===== src/hdl/crp_pkg.sv =====
// Shared codes and types for the clock page replacement table.
`timescale 1ns / 1ps

package crp_pkg;

  typedef logic [1:0] kind_t;
  typedef logic [1:0] status_t;

  localparam kind_t KIND_INSERT = 2'd0;
  localparam kind_t KIND_REMOVE = 2'd1;
  localparam kind_t KIND_EVICT  = 2'd2;
  localparam kind_t KIND_ACCESS = 2'd3;

  localparam status_t ST_OK        = 2'd0;
  localparam status_t ST_NOT_FOUND = 2'd1;
  localparam status_t ST_EMPTY     = 2'd2;
  localparam status_t ST_FULL      = 2'd3;

  typedef struct packed {
    logic entry;
    logic link;
  } store_wr_t;

endpackage


===== src/hdl/crp_item_if.sv =====
// Input item channel: valid/ready handshake with request payload.
`timescale 1ns / 1ps

interface crp_item_if #(
  parameter int PAGE_BITS  = 20,
  parameter int FRAME_BITS = 8
);
  import crp_pkg::*;

  logic                  valid;
  logic                  ready;
  kind_t                 kind;
  logic [PAGE_BITS-1:0]  page_number;
  logic [FRAME_BITS-1:0] frame;
  logic                  referenced_in;
  logic                  modified_in;

  modport source (
    output valid, kind, page_number, frame, referenced_in, modified_in,
    input  ready
  );

  modport sink (
    input  valid, kind, page_number, frame, referenced_in, modified_in,
    output ready
  );
endinterface


===== src/hdl/crp_result_if.sv =====
// Result item channel: valid/ready handshake with result payload.
`timescale 1ns / 1ps

interface crp_result_if #(
  parameter int PAGE_BITS  = 20,
  parameter int FRAME_BITS = 8,
  parameter int COUNT_BITS = 7
);
  import crp_pkg::*;

  logic                  valid;
  logic                  ready;
  status_t               status;
  logic [PAGE_BITS-1:0]  victim_page;
  logic [FRAME_BITS-1:0] victim_frame;
  logic                  writeback;
  logic [COUNT_BITS-1:0] mapped_count;

  modport source (
    output valid, status, victim_page, victim_frame, writeback, mapped_count,
    input  ready
  );

  modport sink (
    input  valid, status, victim_page, victim_frame, writeback, mapped_count,
    output ready
  );
endinterface


===== src/hdl/crp_store.sv =====
// Slot memories: page number, frame number and next link, registered read.
`timescale 1ns / 1ps

module crp_store #(
  parameter int ENTRIES    = 64,
  parameter int PAGE_BITS  = 20,
  parameter int FRAME_BITS = 8,
  parameter int SLOT_BITS  = 6
) (
  input  logic                  clk,
  input  crp_pkg::store_wr_t    wr,
  input  logic [SLOT_BITS-1:0]  waddr,
  input  logic [PAGE_BITS-1:0]  wpage,
  input  logic [FRAME_BITS-1:0] wframe,
  input  logic [SLOT_BITS-1:0]  wlink,
  input  logic [SLOT_BITS-1:0]  raddr,
  output logic [PAGE_BITS-1:0]  rpage,
  output logic [FRAME_BITS-1:0] rframe,
  output logic [SLOT_BITS-1:0]  rlink
);
  import crp_pkg::*;

  logic [PAGE_BITS-1:0]  page_mem  [ENTRIES];
  logic [FRAME_BITS-1:0] frame_mem [ENTRIES];
  logic [SLOT_BITS-1:0]  link_mem  [ENTRIES];

  always_ff @(posedge clk) begin
    if (wr.entry) begin
      page_mem[waddr]  <= wpage;
      frame_mem[waddr] <= wframe;
    end
    if (wr.link) begin
      link_mem[waddr] <= wlink;
    end
    rpage  <= page_mem[raddr];
    rframe <= frame_mem[raddr];
    rlink  <= link_mem[raddr];
  end

endmodule


===== src/hdl/clock_page_replacement.sv =====
// Clock (second chance) page replacement table, top level.
//
// Usage:
//   in_item carries one request (insert, remove by page, evict, access);
//   out_result returns exactly one result item per request. Both channels
//   move an item on a clock edge with valid and ready high.
//   Entries live in a circular linked list held in slot memories; the walk
//   follows one link per cycle through a registered memory read.
// The work per item sets how long it takes: insert grows with the index of the
//   lowest free slot (an insert into a full table skips the scan), remove/access
//   with the position of the match, and evict with the entries passed while
//   clearing referenced bits, at most the occupancy of the table.
//   The free-slot scan and the link walk through the memory read port set this.
//   One item is in work at a time; in_item.ready is high only when idle.
// Reset: rst (synchronous) empties the table, no clearing pass needed.
// Stall: a finished result sits in the output register; the next item is
//   accepted meanwhile, and its result waits until the register is free.
`timescale 1ns / 1ps

module clock_page_replacement #(
  parameter int ENTRIES    = 64,
  parameter int PAGE_BITS  = 20,
  parameter int FRAME_BITS = 8
) (
  input  logic         clk,
  input  logic         rst,
  crp_item_if.sink     in_item,
  crp_result_if.source out_result
);
  import crp_pkg::*;

  localparam int SLOT_BITS  = (ENTRIES > 1) ? $clog2(ENTRIES) : 1;
  localparam int COUNT_BITS = $clog2(ENTRIES + 1);

  localparam logic [2:0] S_IDLE     = 3'd0;
  localparam logic [2:0] S_START    = 3'd1;
  localparam logic [2:0] S_SCAN     = 3'd2;
  localparam logic [2:0] S_INS_LINK = 3'd3;
  localparam logic [2:0] S_WALK     = 3'd4;
  localparam logic [2:0] S_RESULT   = 3'd5;

  logic [2:0]            state;
  kind_t                 kind_q;
  logic [PAGE_BITS-1:0]  pg_q;
  logic [FRAME_BITS-1:0] frm_q;
  logic                  refin_q;
  logic                  modin_q;

  logic [SLOT_BITS-1:0]  tail;
  logic [COUNT_BITS-1:0] occ;
  logic [COUNT_BITS-1:0] cnt;
  logic [SLOT_BITS-1:0]  cur;
  logic [SLOT_BITS-1:0]  prev;
  logic [SLOT_BITS-1:0]  idx;
  logic [SLOT_BITS-1:0]  head_hold;
  logic [ENTRIES-1:0]    valid_v;
  logic [ENTRIES-1:0]    ref_v;
  logic [ENTRIES-1:0]    dirty_v;

  status_t               res_status;
  logic [PAGE_BITS-1:0]  res_page;
  logic [FRAME_BITS-1:0] res_frame;
  logic                  res_wb;

  logic                  o_valid;
  status_t               o_status;
  logic [PAGE_BITS-1:0]  o_page;
  logic [FRAME_BITS-1:0] o_frame;
  logic                  o_wb;
  logic [COUNT_BITS-1:0] o_count;

  store_wr_t             wr;
  logic [SLOT_BITS-1:0]  waddr;
  logic [SLOT_BITS-1:0]  wlink;
  logic [SLOT_BITS-1:0]  raddr;
  logic [PAGE_BITS-1:0]  rpage;
  logic [FRAME_BITS-1:0] rframe;
  logic [SLOT_BITS-1:0]  rlink;

  logic                  hit;
  logic                  out_free;
  logic [COUNT_BITS-1:0] occ_dec;

  crp_store #(
    .ENTRIES    (ENTRIES),
    .PAGE_BITS  (PAGE_BITS),
    .FRAME_BITS (FRAME_BITS),
    .SLOT_BITS  (SLOT_BITS)
  ) u_store (
    .clk    (clk),
    .wr     (wr),
    .waddr  (waddr),
    .wpage  (pg_q),
    .wframe (frm_q),
    .wlink  (wlink),
    .raddr  (raddr),
    .rpage  (rpage),
    .rframe (rframe),
    .rlink  (rlink)
  );

  assign in_item.ready = (state == S_IDLE) && !rst;
  assign out_free      = !o_valid || out_result.ready;
  assign occ_dec       = occ - 1'b1;

  assign out_result.valid        = o_valid;
  assign out_result.status       = o_status;
  assign out_result.victim_page  = o_page;
  assign out_result.victim_frame = o_frame;
  assign out_result.writeback    = o_wb;
  assign out_result.mapped_count = o_count;

  always_comb begin
    raddr = (state == S_START || state == S_WALK) ? rlink : tail;
    if (kind_q == KIND_EVICT) begin
      hit = !ref_v[cur];
    end else begin
      hit = valid_v[cur] && (rpage == pg_q);
    end
    wr    = '0;
    waddr = tail;
    wlink = idx;
    case (state)
      S_SCAN: begin
        if (!valid_v[idx]) begin
          wr.entry = 1'b1;
          wr.link  = 1'b1;
          waddr    = idx;
          wlink    = (occ == '0) ? idx : head_hold;
        end
      end
      S_INS_LINK: begin
        wr.link = 1'b1;
        waddr   = tail;
        wlink   = idx;
      end
      S_WALK: begin
        if (hit && kind_q != KIND_ACCESS) begin
          wr.link = 1'b1;
          waddr   = prev;
          wlink   = rlink;
        end
      end
      default: begin
      end
    endcase
  end

  always_ff @(posedge clk) begin
    if (rst) begin
      state   <= S_IDLE;
      tail    <= '0;
      occ     <= '0;
      valid_v <= '0;
      ref_v   <= '0;
      dirty_v <= '0;
      o_valid <= 1'b0;
    end else begin
      if (state == S_RESULT && out_free) begin
        o_valid <= 1'b1;
      end else if (out_result.ready) begin
        o_valid <= 1'b0;
      end
      case (state)
        S_IDLE: begin
          if (in_item.valid) begin
            kind_q  <= in_item.kind;
            pg_q    <= in_item.page_number;
            frm_q   <= in_item.frame;
            refin_q <= in_item.referenced_in;
            modin_q <= in_item.modified_in;
            state   <= S_START;
          end
        end
        S_START: begin
          res_page   <= '0;
          res_frame  <= '0;
          res_wb     <= 1'b0;
          cur        <= rlink;
          prev       <= tail;
          cnt        <= '0;
          idx        <= '0;
          head_hold  <= rlink;
          if (kind_q == KIND_INSERT) begin
            if (occ == COUNT_BITS'(ENTRIES)) begin
              res_status <= ST_FULL;
              state      <= S_RESULT;
            end else begin
              res_status <= ST_OK;
              state      <= S_SCAN;
            end
          end else if (occ == '0) begin
            res_status <= (kind_q == KIND_EVICT) ? ST_EMPTY : ST_NOT_FOUND;
            state      <= S_RESULT;
          end else begin
            res_status <= ST_OK;
            state      <= S_WALK;
          end
        end
        S_SCAN: begin
          if (!valid_v[idx]) begin
            valid_v[idx] <= 1'b1;
            ref_v[idx]   <= refin_q;
            dirty_v[idx] <= modin_q;
            occ          <= occ + 1'b1;
            if (occ == '0) begin
              tail  <= idx;
              state <= S_RESULT;
            end else begin
              state <= S_INS_LINK;
            end
          end else begin
            idx <= idx + 1'b1;
          end
        end
        S_INS_LINK: begin
          tail  <= idx;
          state <= S_RESULT;
        end
        S_WALK: begin
          if (hit) begin
            if (kind_q == KIND_ACCESS) begin
              ref_v[cur] <= 1'b1;
              if (modin_q) begin
                dirty_v[cur] <= 1'b1;
              end
            end else begin
              res_page     <= rpage;
              res_frame    <= rframe;
              res_wb       <= dirty_v[cur];
              valid_v[cur] <= 1'b0;
              ref_v[cur]   <= 1'b0;
              dirty_v[cur] <= 1'b0;
              occ          <= occ_dec;
              if (occ_dec == '0) begin
                tail <= '0;
              end else if (cur == tail) begin
                tail <= prev;
              end
            end
            state <= S_RESULT;
          end else begin
            if (kind_q == KIND_EVICT) begin
              ref_v[cur] <= 1'b0;
            end
            if (kind_q != KIND_EVICT && cnt == occ_dec) begin
              res_status <= ST_NOT_FOUND;
              state      <= S_RESULT;
            end else begin
              cur  <= rlink;
              prev <= cur;
              cnt  <= cnt + 1'b1;
            end
          end
        end
        S_RESULT: begin
          if (out_free) begin
            o_status <= res_status;
            o_page   <= res_page;
            o_frame  <= res_frame;
            o_wb     <= res_wb;
            o_count  <= occ;
            state    <= S_IDLE;
          end
        end
        default: begin
          state <= S_IDLE;
        end
      endcase
    end
  end

  a_occ_matches_valid: assert property (@(posedge clk) disable iff (rst)
    $countones(valid_v) == int'(occ))
    else $error("occupancy disagrees with valid slot count");

  a_empty_tail_zero: assert property (@(posedge clk) disable iff (rst)
    occ == '0 |-> tail == '0)
    else $error("tail not zero on empty table");

  a_tail_valid: assert property (@(posedge clk) disable iff (rst)
    occ != '0 |-> valid_v[tail])
    else $error("tail slot not valid");

  a_occ_bound: assert property (@(posedge clk) disable iff (rst)
    occ <= COUNT_BITS'(ENTRIES))
    else $error("occupancy above table size");

  a_walk_exit: assert property (@(posedge clk) disable iff (rst)
    state == S_WALK |=> state == S_WALK || state == S_RESULT)
    else $error("walk left to an unexpected state");

endmodule

===== src/flat_wrapper.sv =====
// flat-port wrapper written by rule: the top's interface ports become plain ports
module clock_page_replacement_flat import crp_pkg::*;
#(
  parameter int ENTRIES    = 64,
  parameter int PAGE_BITS  = 20,
  parameter int FRAME_BITS = 8
)
  (clk, rst, in_item_valid, in_item_kind, in_item_page_number, in_item_frame, in_item_referenced_in, in_item_modified_in, in_item_ready, out_result_valid, out_result_status, out_result_victim_page, out_result_victim_frame, out_result_writeback, out_result_mapped_count, out_result_ready);
  crp_item_if #(.PAGE_BITS(PAGE_BITS), .FRAME_BITS(FRAME_BITS)) in_item_i ();
  crp_result_if #(.PAGE_BITS(PAGE_BITS), .FRAME_BITS(FRAME_BITS)) out_result_i ();
  input  logic clk;
  input  logic rst;
  input wire logic [$bits(in_item_i.valid)-1:0] in_item_valid;
  input wire logic [$bits(in_item_i.kind)-1:0] in_item_kind;
  input wire logic [$bits(in_item_i.page_number)-1:0] in_item_page_number;
  input wire logic [$bits(in_item_i.frame)-1:0] in_item_frame;
  input wire logic [$bits(in_item_i.referenced_in)-1:0] in_item_referenced_in;
  input wire logic [$bits(in_item_i.modified_in)-1:0] in_item_modified_in;
  output wire logic [$bits(in_item_i.ready)-1:0] in_item_ready;
  output wire logic [$bits(out_result_i.valid)-1:0] out_result_valid;
  output wire logic [$bits(out_result_i.status)-1:0] out_result_status;
  output wire logic [$bits(out_result_i.victim_page)-1:0] out_result_victim_page;
  output wire logic [$bits(out_result_i.victim_frame)-1:0] out_result_victim_frame;
  output wire logic [$bits(out_result_i.writeback)-1:0] out_result_writeback;
  output wire logic [$bits(out_result_i.mapped_count)-1:0] out_result_mapped_count;
  input wire logic [$bits(out_result_i.ready)-1:0] out_result_ready;
  assign in_item_i.valid = in_item_valid;
  assign in_item_i.kind = in_item_kind;
  assign in_item_i.page_number = in_item_page_number;
  assign in_item_i.frame = in_item_frame;
  assign in_item_i.referenced_in = in_item_referenced_in;
  assign in_item_i.modified_in = in_item_modified_in;
  assign in_item_ready = in_item_i.ready;
  assign out_result_valid = out_result_i.valid;
  assign out_result_status = out_result_i.status;
  assign out_result_victim_page = out_result_i.victim_page;
  assign out_result_victim_frame = out_result_i.victim_frame;
  assign out_result_writeback = out_result_i.writeback;
  assign out_result_mapped_count = out_result_i.mapped_count;
  assign out_result_i.ready = out_result_ready;
  clock_page_replacement #(.ENTRIES(ENTRIES), .PAGE_BITS(PAGE_BITS), .FRAME_BITS(FRAME_BITS)) u_core (.clk(clk), .rst(rst), .in_item(in_item_i), .out_result(out_result_i));
endmodule

===== config.mk =====
export PLATFORM = sky130hd
export DESIGN_NAME = clock_page_replacement_flat
export DESIGN_NICKNAME = d
export VERILOG_FILES = /design/src/hdl/crp_pkg.sv /design/src/hdl/crp_item_if.sv /design/src/hdl/crp_result_if.sv /design/src/hdl/crp_store.sv /design/src/hdl/clock_page_replacement.sv /design/src/flat_wrapper.sv
export SDC_FILE = /design/constraint.sdc
export NUM_CORES = 2
export LEC_CHECK = 0
export ABC_AREA = 1
export BUFFER_PORTS_ARGS = -buffer_cell sky130_fd_sc_hd__buf_2
export CORE_MARGIN = 3
export CORE_UTILIZATION = 45
export DETAILED_ROUTE_END_ITERATION = 10
export PLACE_DENSITY = 0.6
export SYNTH_ARGS = -nofsm -noshare
export SYNTH_HDL_FRONTEND = slang
export SYNTH_SLANG_ARGS = --single-unit

===== constraint.sdc =====
create_clock -name clk -period 6.1 [get_ports clk]
set_input_delay 0.915 -clock clk [delete_from_list [all_inputs] [get_ports clk]]
set_output_delay 0.915 -clock clk [all_outputs]
set_load 0.05 [all_outputs]

==> results.ini <==
[run_status]
run_status=finished, final reports clean

[floorplanning]
die_h_um=494.2
initial_core_util_pct=45.44
die-width_um=494.2
ioPinCount=76
design.die.area_um2=244300
design.core.area_um2=236100
site_row_count=178

[yosys]
synthesized_netlist_cell_count=9234
netlist-cell-type-count=52
synth_top_cells_by_count=edfxtp_1 (2308), nor2_1 (1959), nand2_1 (841), o21ai_0 (768), clkbuf_1 (506)
synth.most_common_cell=edfxtp_1
yosys_most_used_dff=edfxtp_1
yosys-top-cells-area=edfxtp_1 (65%), nor2_1 (6.9%), dfxtp_1 (4.5%)
synth_seq_area_share_pct=69.15
syn_area_per_cell_um2=11.62
syn-cell-area_um2=107300
number_of_enable_flip_flop_cells_after_synthesis=2308
ys.warnings.count=0
synth.net_count=9275
ys_seq_elements=2551
ys_async_sr_fraction_pct=0
synth_top_area_share_pct=64.61
netlist.top_cell.by_area=edfxtp_1

[global_route]
grt_antenna_before_repair=9
grt_overflow=0
grt_pass1_vias=72020
grt_max_degree=175
first_pass_grt_wire_length_um=495700
grtUsageTotal_pct=27.26

[worst_setup_path]
worst_ep_required_time_ps=6640
path_cells=inv_2 > nand3_2 > o22ai_1 > nor2_1 > nand2_1 > nand2_1 > nand2_1 > nor2_1 > nand2_2 > nand2_2 > nand2_4 > nand2_1 > nand3_2 > inv_2 > nor2_2 > nand2_1 > nor2_4 > buf_4
regToRegSetupSlack_ps=750
r2r_cells=18
cp_max_fo=28
timing.critical_path.slowest_cell_delay_ps=740
critical_path.startpoint_type=register
crit-reg2reg-launch=u_core.idx[0]$_SDFFCE_PN0P_
critPathKind=register to register
reg2reg_to=u_core.u_store.page_mem[49][12]$_DFFE_PP_
endpoint_kind=register
cpMostUsedCell=nand2_1
arrival_ps=5880
cell_type_of_the_slowest_stage_on_the_worst_timing_path=edfxtp_1

[finish]
seqCellArea_um2=74170
nNetsFinal=9237
area.growth.synth_to_final_pct=12.46
drive_above_1_share_pct=9.061
fill_cells=20330
multiInputGateArea_um2=29640

[clock_tree]
clk_transition_reported_paths_ps=60
cts_resized=0
cts.sink_count=2551
cts_tree=yes
cts-root-to-sink-buffers=4
number_of_clock_buffers_inserted_by_tritoncts=286
worstSkewPairLatency_ps=930
post_cts_buffers=0
cell_at_the_root_of_the_clock_tree=clkbuf_16
postCtsHoldBufs=0
ctsHtreeMaxLevel=5

[worst_hold_path]
min-delay-path-class=input pin to register
worstHoldEndpoint=u_core.pg_q[7]$_DFFE_PP_
min_path_cells=1
holdCritStartpoint=in_item_page_number[7]

[drt]
drt-vias-per-instance=6.100
violation_count_after_the_first_detailed_route_iteration=10100
routed-via-count=76570
detail_route.wl_per_cell_um=27.19
ant_nets=0
drc_viols=0
drtPass1Iterations=8
postRouteWirelength_um=341300

[power]
finalPower_mw=70.36
pwr_density_cell_nw_per_um2=583.3
p_int_mw=38.56
ir_worst_vdd_mv=1.001
static-leakage-power_nw=38.67
comb_power_share_pct=47.4
clkPwrFrac_pct=23.4
total_switching_power_mw=31.80
swShare_pct=45.19
power.share.sequential_pct=29.2

[placement]
post-dp-hpwl_um=201800
gp_routability_congestion=0.9417
buffer_ports.inserted=75

[sta]
worst_slew_pin_slew_ps=1123
rsz_0062_raised_after_global_routing=false
worst_clock_skew_ps=92.83
maxSlewHeadroom_pct=24.94
slew_violations=0
finalWorstPathRequiredPeriod_ps=5349
timing.fmax_mhz=186.9
hold_viol=0
setup_violations=0
final_min_period_over_clock_period_pct=87.69
final.setup.tns_ps=0

[flow_run]
maxCapViolations=0

-- how the worst max path moves through the flow --
stage / startpoint / end / slack (ps) / cells past startpoint
3_3_place_gp: u_core.idx[0]$_SDFFCE_PN0P_ / u_core.u_store.page_mem[39][5]$_DFFE_PP_ / 1050 / 17
2_1_floorplan: u_core.pg_q[13]$_DFFE_PP_ / u_core.u_store.link_mem[0][0]$_DFFE_PP_ / 1310 / 10
5_1_grt: u_core.idx[0]$_SDFFCE_PN0P_ / u_core.u_store.page_mem[49][7]$_DFFE_PP_ / 590 / 18
6_report: u_core.idx[0]$_SDFFCE_PN0P_ / u_core.u_store.page_mem[49][12]$_DFFE_PP_ / 750 / 18
4_1_cts: u_core.idx[0]$_SDFFCE_PN0P_ / u_core.u_store.frame_mem[39][7]$_DFFE_PP_ / 900 / 17
3_5_place_dp: u_core.idx[0]$_SDFFCE_PN0P_ / u_core.u_store.page_mem[39][10]$_DFFE_PP_ / 920 / 17
-- power by group through the flow --
stage | Sequential (mW) | Clock (mW) | Combinational, mW
after detailed placement | 20.9 | 0 | 32.9
after global placement | 20.9 | 0 | 32.4
after CTS | 20.5 | 16.6 | 32.9
after floorplan | 21.0 | 0 | 19.9
after global routing | 20.5 | 17.3 | 35.8
final | 20.5 | 16.5 | 33.4
-- area by class of cell --
cell class | instances | area share, %
clock inverter | 135 | 0.9905
timing repair buffer | 329 | 2.182
tap | 3150 | 3.267
inverter | 382 | 1.223
multi-input combinational | 5646 | 24.57
sequential | 2551 | 61.49
clock buffer | 349 | 6.258
antenna | 10 | 0.02074
-- stage by stage --
| stage | cells | worst slack, ps | cell area, um2 | util, % | hold WS (ps) |
|---|---|---|---|---|---|
| after floorplan | 9234 | 1307 | 107300 | - | 400.3 |
| after global placement | 12060 | 1052 | 111900 | 47.38 | 405.2 |
| after detailed placement | 12060 | 918.1 | 111900 | 47.38 | 404.5 |
| after CTS | 12540 | 898.5 | 120600 | 51.09 | 102.4 |
| after global routing | 12550 | 589.7 | 120600 | 51.09 | 123.3 |
| final | 12550 | 750.8 | 120600 | 51.10 | 162.1 |
-- cell families after synthesis --
| group | synth area share (%) |
|---|---|
| flops | 69.15 |
| simple gates | 12.22 |
| buf+inv | 3.792 |
| fa+ha+maj | 0.05832 |
| xor+xnor | 0.2123 |
| compound gates | 14.57 |
-- registers in the layout, indices dropped and copies added (netlist names), 8 cells and up, named ones only --
signal / count
u_core.out_result.victim_page: 20
u_core.pg_q: 20
u_core.u_store.page_mem: 1280
u_core.u_store.rpage: 20
u_core.u_store.rframe: 8
u_core.out_result.victim_frame: 8
u_core.res_frame: 8
u_core.frm_q: 8
u_core.u_store.frame_mem: 512
u_core.valid_v: 64
u_core.u_store.link_mem: 384
u_core.res_page: 20
-- worst max-delay path: cells and delay by family (launching register included) --
family	cells	cell delay [ps]
DFF	1	740
AOI/OAI and AO/OA	1	280
buffers and inverters	3	930
and+or+nand+nor	14	2940
-- cells in the final DEF (no fill, tap or decap), drive strengths merged, types with 2 or more instances in the layout --
master	n
a211oi	39
a21oi	171
a221oi	34
a22oi	33
a311oi	4
a31oi	20
buf	329
bufinv	19
clkbuf	349
clkinv	108
clkinvlp	10
dfxtp	243
diode	10
edfxtp	2308
ha	5
inv	380
nand2	851
nand3	373
nand3b	7
nand4	27
nor2	1977
nor3	40
nor3b	2
nor4	3
o2111ai	13
o211ai	277
o21ai	853
o21bai	270
o221ai	11
o22ai	48
o311ai	276
o32ai	272
o41ai	6
or2	5
xnor2	9
xor2	17
-- per-layer routing --
| metal | wire length [um] | vias to the layer above | global-route usage (%) |
|---|---|---|---|
| met5 | 0 | - | 0 |
| met4 | 12960 | 0 | 10.13 |
| met3 | 31420 | 701 | 5.109 |
| met2 | 156700 | 3887 | 42.48 |
| met1 | 140200 | 38150 | 38.18 |
| li1 | - | 33840 | - |
No activity file was read; power rests on OpenSTA's default activity.
